--- src/rtl/qsl_pkg.sv ---
// shared constants, types and sequencer states of the quicksort sorter
package qsl_pkg;

  localparam int MAX_ELEMENTS = 64;
  localparam int VALUE_WIDTH  = 32;
  localparam int STACK_DEPTH  = MAX_ELEMENTS;

  localparam int IDX_W   = $clog2(MAX_ELEMENTS);
  localparam int CNT_W   = $clog2(MAX_ELEMENTS + 1);
  localparam int ST_AW   = $clog2(STACK_DEPTH);
  localparam int SP_W    = $clog2(STACK_DEPTH + 1);
  localparam int ENTRY_W = 2 * IDX_W;

  typedef logic signed [VALUE_WIDTH-1:0] value_t;
  typedef logic [IDX_W-1:0]              idx_t;
  typedef logic [CNT_W-1:0]              cnt_t;
  typedef logic [SP_W-1:0]               sp_t;
  typedef logic [ENTRY_W-1:0]            entry_t;

  // one result beat from the sort engine toward the output register
  typedef struct packed {
    logic   valid;
    value_t value;
    logic   last;
    logic   overflow;
  } qsl_res_t;

  typedef enum logic [3:0] {
    S_LOAD,
    S_START,
    S_POP,
    S_POP_WAIT,
    S_PIVOT,
    S_CMP,
    S_SWAP_RD,
    S_SWAP_WR,
    S_FIN_RD,
    S_FIN_WR,
    S_PUSH_A,
    S_PUSH_B,
    S_EMIT_RD,
    S_EMIT
  } qsl_state_t;

endpackage

--- src/rtl/qsl_ram.sv ---
// simple dual-port ram with registered read data
module qsl_ram #(
  parameter  int DEPTH = 64,
  parameter  int WIDTH = 32,
  localparam int AW    = $clog2(DEPTH)
) (
  input  logic             clk,
  input  logic             we,
  input  logic [AW-1:0]    waddr,
  input  logic [WIDTH-1:0] wdata,
  input  logic             re,
  input  logic [AW-1:0]    raddr,
  output logic [WIDTH-1:0] rdata
);

  logic [WIDTH-1:0] mem [DEPTH];

  always_ff @(posedge clk) begin
    if (we) begin
      mem[waddr] <= wdata;
    end
  end

  // read data holds while re is low
  always_ff @(posedge clk) begin
    if (re) begin
      rdata <= mem[raddr];
    end
  end

endmodule

--- src/rtl/qsl_engine.sv ---
// load, lomuto partition sequencer with range stack, and ordered read-out
module qsl_engine (
  input  logic              clk,
  input  logic              rst,
  input  logic              in_valid,
  input  qsl_pkg::value_t   value,
  input  logic              last_item,
  output logic              ready,
  output qsl_pkg::qsl_res_t res,
  input  logic              res_take
);
  import qsl_pkg::*;

  qsl_state_t state, state_next;

  cnt_t   count, count_next;
  logic   ovf, ovf_next;
  sp_t    sp, sp_next;
  idx_t   lo, lo_next, hi, hi_next;
  idx_t   j, j_next, slot, slot_next, k, k_next;
  value_t pivot, pivot_next, aj, aj_next;

  // element store port signals
  logic                   el_we, el_re;
  idx_t                   el_waddr, el_raddr;
  logic [VALUE_WIDTH-1:0] el_wdata, el_rdata;
  // range stack port signals
  logic                   st_we, st_re;
  logic [ST_AW-1:0]       st_waddr, st_raddr;
  entry_t                 st_wdata, st_rdata;

  qsl_ram #(.DEPTH(MAX_ELEMENTS), .WIDTH(VALUE_WIDTH)) u_elem (
    .clk(clk), .we(el_we), .waddr(el_waddr), .wdata(el_wdata),
    .re(el_re), .raddr(el_raddr), .rdata(el_rdata)
  );

  qsl_ram #(.DEPTH(STACK_DEPTH), .WIDTH(ENTRY_W)) u_stack (
    .clk(clk), .we(st_we), .waddr(st_waddr), .wdata(st_wdata),
    .re(st_re), .raddr(st_raddr), .rdata(st_rdata)
  );

  // shared decisions
  logic   in_fire, le, j_end, e_ok, push_a, push_b, emit_last, stack_room;
  idx_t   e_lo, e_hi;
  value_t rd_val;

  assign in_fire    = in_valid && ready;
  assign rd_val     = $signed(el_rdata);
  assign le         = rd_val <= pivot;
  assign j_end      = (CNT_W'(j) + 1'b1) == CNT_W'(hi);
  assign e_lo       = st_rdata[ENTRY_W-1:IDX_W];
  assign e_hi       = st_rdata[IDX_W-1:0];
  assign e_ok       = (e_lo < e_hi) && (CNT_W'(e_hi) < count);
  assign stack_room = sp < SP_W'(STACK_DEPTH);
  assign push_a     = (CNT_W'(slot) + 1'b1) < CNT_W'(hi);
  assign push_b     = CNT_W'(slot) > (CNT_W'(lo) + 1'b1);
  assign emit_last  = (CNT_W'(k) + 1'b1) == count;

  // next state
  always_comb begin
    state_next = state;
    case (state)
      S_LOAD:     if (in_fire && last_item) state_next = S_START;
      S_START:    state_next = (count < CNT_W'(2)) ? S_EMIT_RD : S_POP;
      S_POP:      state_next = (sp == '0) ? S_EMIT_RD : S_POP_WAIT;
      S_POP_WAIT: state_next = e_ok ? S_PIVOT : S_POP;
      S_PIVOT:    state_next = S_CMP;
      S_CMP: begin
        if (le && slot != j) state_next = S_SWAP_RD;
        else if (j_end)      state_next = S_FIN_RD;
        else                 state_next = S_CMP;
      end
      S_SWAP_RD:  state_next = S_SWAP_WR;
      S_SWAP_WR:  state_next = j_end ? S_FIN_RD : S_CMP;
      S_FIN_RD:   state_next = (slot != hi) ? S_FIN_WR : S_PUSH_A;
      S_FIN_WR:   state_next = S_PUSH_A;
      S_PUSH_A:   state_next = S_PUSH_B;
      S_PUSH_B:   state_next = S_POP;
      S_EMIT_RD:  state_next = S_EMIT;
      S_EMIT:     if (res_take && emit_last) state_next = S_LOAD;
      default:    state_next = S_LOAD;
    endcase
  end

  // outputs, memory ports and datapath
  always_comb begin
    idx_t slot_adv;
    slot_adv   = le ? slot + 1'b1 : slot;
    ready      = 1'b0;
    res        = '0;
    el_we      = 1'b0;
    el_waddr   = '0;
    el_wdata   = '0;
    el_re      = 1'b0;
    el_raddr   = '0;
    st_we      = 1'b0;
    st_waddr   = '0;
    st_wdata   = '0;
    st_re      = 1'b0;
    st_raddr   = '0;
    count_next = count;
    ovf_next   = ovf;
    sp_next    = sp;
    lo_next    = lo;
    hi_next    = hi;
    j_next     = j;
    slot_next  = slot;
    k_next     = k;
    pivot_next = pivot;
    aj_next    = aj;
    case (state)
      S_LOAD: begin
        ready = 1'b1;
        if (in_fire) begin
          if (count < CNT_W'(MAX_ELEMENTS)) begin
            el_we      = 1'b1;
            el_waddr   = count[IDX_W-1:0];
            el_wdata   = value;
            count_next = count + 1'b1;
          end else begin
            ovf_next = 1'b1;
          end
        end
      end
      S_START: begin
        sp_next = '0;
        if (count >= CNT_W'(2)) begin
          st_we    = 1'b1;
          st_waddr = '0;
          st_wdata = {idx_t'(0), IDX_W'(count - 1'b1)};
          sp_next  = SP_W'(1);
        end
      end
      S_POP: begin
        if (sp != '0) begin
          sp_next  = sp - 1'b1;
          st_re    = 1'b1;
          st_raddr = ST_AW'(sp - 1'b1);
        end
      end
      S_POP_WAIT: begin
        lo_next = e_lo;
        hi_next = e_hi;
        if (e_ok) begin
          el_re    = 1'b1;
          el_raddr = e_hi;
        end
      end
      S_PIVOT: begin
        pivot_next = rd_val;
        slot_next  = lo;
        j_next     = lo;
        el_re      = 1'b1;
        el_raddr   = lo;
      end
      S_CMP: begin
        if (le && slot != j) begin
          aj_next  = rd_val;
          el_re    = 1'b1;
          el_raddr = slot;
        end else begin
          slot_next = slot_adv;
          j_next    = j + 1'b1;
          el_re     = 1'b1;
          el_raddr  = j_end ? slot_adv : j + 1'b1;
        end
      end
      S_SWAP_RD: begin
        el_we    = 1'b1;
        el_waddr = j;
        el_wdata = el_rdata;
      end
      S_SWAP_WR: begin
        el_we     = 1'b1;
        el_waddr  = slot;
        el_wdata  = aj;
        slot_next = slot + 1'b1;
        j_next    = j + 1'b1;
        el_re     = 1'b1;
        el_raddr  = j_end ? slot + 1'b1 : j + 1'b1;
      end
      S_FIN_RD: begin
        if (slot != hi) begin
          el_we    = 1'b1;
          el_waddr = hi;
          el_wdata = el_rdata;
        end
      end
      S_FIN_WR: begin
        el_we    = 1'b1;
        el_waddr = slot;
        el_wdata = pivot;
      end
      S_PUSH_A: begin
        if (push_a && stack_room) begin
          st_we    = 1'b1;
          st_waddr = ST_AW'(sp);
          st_wdata = {slot + 1'b1, hi};
          sp_next  = sp + 1'b1;
        end
      end
      S_PUSH_B: begin
        if (push_b && stack_room) begin
          st_we    = 1'b1;
          st_waddr = ST_AW'(sp);
          st_wdata = {lo, slot - 1'b1};
          sp_next  = sp + 1'b1;
        end
      end
      S_EMIT_RD: begin
        k_next   = '0;
        el_re    = 1'b1;
        el_raddr = '0;
      end
      S_EMIT: begin
        res.valid    = 1'b1;
        res.value    = rd_val;
        res.last     = emit_last;
        res.overflow = ovf;
        if (res_take) begin
          if (emit_last) begin
            count_next = '0;
            ovf_next   = 1'b0;
            sp_next    = '0;
          end else begin
            k_next   = k + 1'b1;
            el_re    = 1'b1;
            el_raddr = k + 1'b1;
          end
        end
      end
      default: ;
    endcase
  end

  always_ff @(posedge clk) begin
    if (rst) begin
      state <= S_LOAD;
      count <= '0;
      ovf   <= 1'b0;
      sp    <= '0;
    end else begin
      state <= state_next;
      count <= count_next;
      ovf   <= ovf_next;
      sp    <= sp_next;
    end
  end

  always_ff @(posedge clk) begin
    lo    <= lo_next;
    hi    <= hi_next;
    j     <= j_next;
    slot  <= slot_next;
    k     <= k_next;
    pivot <= pivot_next;
    aj    <= aj_next;
  end

endmodule

--- src/rtl/quicksort_lomuto_sorter_unit.sv ---
// top level of the quicksort sorter: sort engine and output register
//
// input channel: in_valid / in_stall carry one value per beat; the beat with
//   last_item high closes the set and starts the sort. up to 64 values are
//   kept, further beats of the set are dropped and flagged by overflow.
// output channel: out_valid / out_stall carry the set back in ascending
//   order, one value per beat, last_result high on the final one; overflow
//   is the same on every beat of a run.
// flow: while loading, in_stall is low and a value is taken on every valid
//   beat. the sort runs on one element ram and one comparator: a partition
//   step compares in S_CMP, a swap adds S_SWAP_RD and S_SWAP_WR, and each
//   range taken off the stack adds S_POP, S_POP_WAIT, S_PIVOT, S_FIN_RD, the
//   S_FIN_WR write when the pivot moves, S_PUSH_A and S_PUSH_B. read-out is
//   one beat per cycle while out_stall is low. in_stall stays high from the
//   closing beat until the final result has left the engine.
// reset: synchronous, clears the count, stack pointer, overflow flag and
//   out_valid of the output register; ram contents are not cleared.
// a stalled receiver holds the output register, and the engine waits with
//   the next value in its ram read register until the register frees up.
module quicksort_lomuto_sorter_unit (
  input  logic            clk,
  input  logic            rst,
  input  logic            in_valid,
  output logic            in_stall,
  input  qsl_pkg::value_t value,
  input  logic            last_item,
  output logic            out_valid,
  input  logic            out_stall,
  output qsl_pkg::value_t sorted_value,
  output logic            last_result,
  output logic            overflow
);
  import qsl_pkg::*;

  logic     ready;
  qsl_res_t res;
  logic     res_take;

  qsl_engine u_engine (
    .clk(clk), .rst(rst), .in_valid(in_valid), .value(value),
    .last_item(last_item), .ready(ready), .res(res), .res_take(res_take)
  );

  assign in_stall = !ready;

  // the register takes a new beat when empty or draining this cycle
  assign res_take = res.valid && (!out_valid || !out_stall);

  always_ff @(posedge clk) begin
    if (rst) begin
      out_valid <= 1'b0;
    end else if (res_take) begin
      out_valid <= 1'b1;
    end else if (!out_stall) begin
      out_valid <= 1'b0;
    end
  end

  // payload needs no reset
  always_ff @(posedge clk) begin
    if (res_take) begin
      sorted_value <= res.value;
      last_result  <= res.last;
      overflow     <= res.overflow;
    end
  end

endmodule

--- config.mk ---
export PLATFORM = sky130hd
export DESIGN_NAME = quicksort_lomuto_sorter_unit
export DESIGN_NICKNAME = d
export VERILOG_FILES = /design/src/rtl/qsl_pkg.sv /design/src/rtl/qsl_ram.sv /design/src/rtl/qsl_engine.sv /design/src/rtl/quicksort_lomuto_sorter_unit.sv
export SDC_FILE = /design/constraint.sdc
export NUM_CORES = 2
export LEC_CHECK = 0
export ABC_AREA = 1
export BUFFER_PORTS_ARGS = -buffer_cell sky130_fd_sc_hd__buf_2
export CORE_MARGIN = 3
export CORE_UTILIZATION = 45
export CTS_CLUSTER_DIAMETER = 120
export DETAILED_ROUTE_END_ITERATION = 16
export GPL_ROUTABILITY_DRIVEN = 0
export PLACE_DENSITY = 0.63
export SETUP_SLACK_MARGIN = 0.5
export SKIP_LAST_GASP = 1
export SYNTH_ARGS = -nofsm -noshare
export SYNTH_HDL_FRONTEND = slang
export SYNTH_SLANG_ARGS = --single-unit
export TNS_END_PERCENT = 1
--- constraint.sdc ---
create_clock -name clk -period 7.9 [get_ports clk]
set_input_delay 0.79 -clock clk [delete_from_list [all_inputs] [get_ports clk]]
set_output_delay 0.79 -clock clk [all_outputs]
set_load 0.05 [all_outputs]
==> impl_results.rst <==
.. list-table::
   :header-rows: 1

   * - Metric
     - Value
   * - Share of synthesized area occupied by flip-flops and latches
     - 68.41%
   * - Mean routed wirelength per cell
     - 25.84 µm
   * - Post-synthesis cell count
     - 11,399
   * - Clock latency on the worst-skew pair
     - 0.94 ns
   * - Number of synthesized flops with an enable pin
     - 2,988
   * - Layout-stage area growth over the synthesis result
     - 11.63%
   * - Violations in the final reports
     - max-capacitance violations
   * - Clock tree from TritonCTS
     - built
   * - Via count of the first global-routing pass
     - 86,627
   * - Cell accounting for the most synthesized area
     - sky130_fd_sc_hd__edfxtp_1
   * - Highest clock frequency the design can meet
     - 155.4 MHz
   * - Leading cell types by count after synthesis
     - 2,988 x sky130_fd_sc_hd__edfxtp_1, 2,268 x sky130_fd_sc_hd__nand3_1, 1,633 x sky130_fd_sc_hd__nand2_1, 1,488 x sky130_fd_sc_hd__inv_1, 676 x sky130_fd_sc_hd__nand3b_1
   * - Kind of critical path
     - flip-flop to flip-flop
   * - Setup repair bufs after CTS
     - 0
   * - Endpoint required time on the critical path
     - 8.65 ns
   * - Site Rows
     - 198
   * - Post-Synthesis Mean Instance Area
     - 11.56 µm²
   * - # nets final
     - 11,448
   * - # resized after CTS
     - 0
   * - Run status
     - finished with violations
   * - Number of buffers added on ports
     - 72
   * - Worst voltage drop across the vdd grid
     - 0.3227 mV
   * - Cell with the most instances after synthesis
     - sky130_fd_sc_hd__edfxtp_1
   * - DP Wirelength
     - 217,800 µm
   * - Hold buffers post-CTS
     - 0
   * - Total routing usage reported by global routing
     - 25.92%
   * - Number of buffers on the longest clock path
     - 4
   * - Yosys warning total
     - 0
   * - Post-Layout Inst Area
     - 0.1471 mm²
   * - Post-Layout Cell Count
     - 15,493
   * - Depth of the CTS H-tree
     - 5
   * - Synth Register Bits
     - 3,008
   * - Post-Route WL
     - 400,300 µm
   * - Slew @ Worst Pin
     - 1.489 ns
   * - Critical Path Max Stage Delay
     - 0.65 ns
   * - Kind of cell adding the most delay to the critical path
     - simple AND/OR/NAND/NOR gates
   * - Cell Count Post-Placement
     - 14,926
   * - Critical path's most frequent cell
     - sky130_fd_sc_hd__nand2_1
   * - DRC Markers
     - 0
   * - Largest net degree at the start of global routing
     - 211
   * - Areal power density over the cells
     - 339.6 mW/mm²
   * - Post-synthesis cell area
     - 0.1317 mm²
   * - Number of endpoints with negative hold slack in the final report
     - 0
   * - Crit path DAT
     - 7.18 ns
   * - Post-synthesis async set-or-reset flop share
     - 0%
   * - Max-Cap Viols
     - 1
   * - Crit path capture type
     - flip-flop
   * - Initial antenna violation count
     - 7
   * - CORE AREA
     - 0.2911 mm²
   * - Width of the die
     - 547.1 µm
   * - Post-route minimum period
     - 6.435 ns
   * - Number of buffers created by CTS
     - 318
   * - Final count of negative-setup-slack endpoints
     - 0
   * - Clock root cell
     - sky130_fd_sc_hd__clkbuf_16
   * - Vias after detailed routing
     - 90,192
   * - Leading register cell type out of synthesis
     - sky130_fd_sc_hd__edfxtp_1
   * - Pre-Repair DR Iteration Count
     - 9
   * - Startpoint Class
     - flip-flop
   * - Global-route wire length before repair
     - 583,000 µm
   * - Total grt overflow
     - 0
   * - Die area
     - 0.2993 mm²
   * - Via-to-Cell Ratio
     - 5.821
   * - Total negative slack
     - 0 ns
   * - Clock input transition at the sequential cells of the worst setup and hold paths
     - 0.06 ns
   * - WP buf/inv
     - 1
   * - Count of routing violations after the opening detailed-route iteration
     - 12,109
   * - Final Max Tran Viols
     - 0
   * - Post-Synthesis Net Count
     - 11,500
   * - Top Ports
     - 73
   * - Top area cells in the synthesized netlist
     - sky130_fd_sc_hd__edfxtp_1 68%, sky130_fd_sc_hd__nand3_1 8.6%, sky130_fd_sc_hd__nand2_1 4.7%
   * - Share of the clock period used by the worst path
     - 81.45%
   * - Unrepaired setup endpoints after global routing
     - false
   * - Worst Clk Skew
     - 0.1008 ns
   * - Largest fanout on the critical path
     - 152
   * - Vertical die dimension
     - 547.1 µm
   * - Lkg Pwr
     - 53.55 nW
   * - Final core utilization
     - 50.52%
   * - Relative max-transition margin
     - 0.3124%
   * - Antenna-violating nets left
     - 0
   * - Final total power
     - 49.94 mW
   * - Cell breakdown of the critical path
     - ha_1 > nand4_1 > nor3_1 > and3_1 > nand2_1 > nand3_2 > nand3_4 > nand2_2 > nand2_1 > nor2_1 > nand2_8 > nand2_8 > buf_12 > nand2_1 > nand2_1 > nand2_1 > nand3_1 > nand3_1 > nand3_1 > nand3_1 > nand2_1
   * - Initial standard-cell utilization of the core
     - 45.26%
   * - Cell with the biggest individual delay on the critical path
     - sky130_fd_sc_hd__nand2_8
   * - Placed cell areas
     - 0.1369 mm²
   * - Layout cells sized above 1
     - 9.628%
   * - Yosys cell types
     - 52
   * - Clock Sinks
     - 3,008
   * - Worst Hold Class
     - input port to flip-flop
   * - Share of Yosys cell area claimed by the top area cell type
     - 68.11%
-- cell usage in the layout (no fill, tap or decap), drive strengths merged, types with 223 or more instances in the layout --
cell	instances
edfxtp	2988
buf	347
nand3b	676
o21ai	434
o211ai	223
inv	1517
nand2	1639
nor2	265
clkbuf	395
nand3	2272
-- worst register-to-register path, delay by kind of cell, from the launching register on --
| kind | cells | cell delay (ns) |
|---|---|---|
| flops | 1 | 0.43 |
| fa+ha+maj | 1 | 0.37 |
| simple gates | 19 | 4.89 |
| buf+inv | 1 | 0.63 |
-- layer usage --
metal	share of wire, %	routed length [µm]	track usage, %	vias to the layer above
met5	0	0	0	-
met4	5.7	22820	12.80	0
met3	9.3	37190	3.885	989
met2	46	184300	41.17	4905
met1	39	156000	34.93	44567
li1	-	-	-	39731
-- power by group --
| group | switching (mW) | internal (mW) |
|---|---|---|
| logic | 11.3 | 3.26 |
| registers | 0.391 | 20.3 |
| clock network | 6.30 | 8.46 |
-- registers in the layout, summed over array words and instances, names as in the netlist, 6 cells and up --
register / count
sorted_value: 32
u_engine.lo: 6
u_engine.aj: 32
u_engine.pivot: 32
u_engine.u_stack.rdata: 12
u_engine.j: 6
u_engine.u_elem.rdata: 32
u_engine.count: 7
u_engine.slot: 6
u_engine.sp: 7
u_engine.u_elem.mem: 2048
u_engine.k: 6
u_engine.hi: 6
u_engine.u_stack.mem: 768
-- area by class of cell --
type                    instances  area (µm²)
inverters                    1510        5705
flip-flops and latches       3008       90130
diodes                          2       5.005
clock inverters               169        1763
multi-input cells            6162       33300
repair buffers                347        2879
well taps                    3900        4880
clock buffers                 395        8393
fillers                     24954      144000
-- through the flow --
stage / hold slack, ns / worst slack (ns)
after floorplan: 0.4208 / 2.486
after global placement: 0.4353 / 1.612
after detailed placement: 0.4425 / 1.607
after CTS: 0.1296 / 1.587
after global routing: 0.1704 / 1.238
final: 0.1826 / 1.465
-- cell families (layout without fill, tap and decap cells) --
family	Yosys count	count (layout)	synth area share, %
xor gates and xnor gates	17	17	0.1130
other	0	2	0
adders and majority gates	64	64	0.6079
buffers and inverters	2229	2421	7.041
AOI/OAI and AO/OA	986	986	4.702
and+or+nand+nor	5095	5095	19.12
DFF	3008	3008	68.41
-- worst paths after layout --
path | endpoint | depth (start not counted) | slack, ns | from
worst min-delay path | out_valid | 3 | 0.18 | out_stall
worst max register to register | u_engine.u_elem.rdata[12] | 21 | 1.47 | u_engine.u_elem.rdata[27]
worst min register to register | u_engine.lo[0] | 0 | 0.46 | u_engine.u_stack.rdata[6]
worst max-delay path | u_engine.u_elem.rdata[12] | 21 | 1.47 | u_engine.u_elem.rdata[27]
Power figures use the tool's default switching activity.
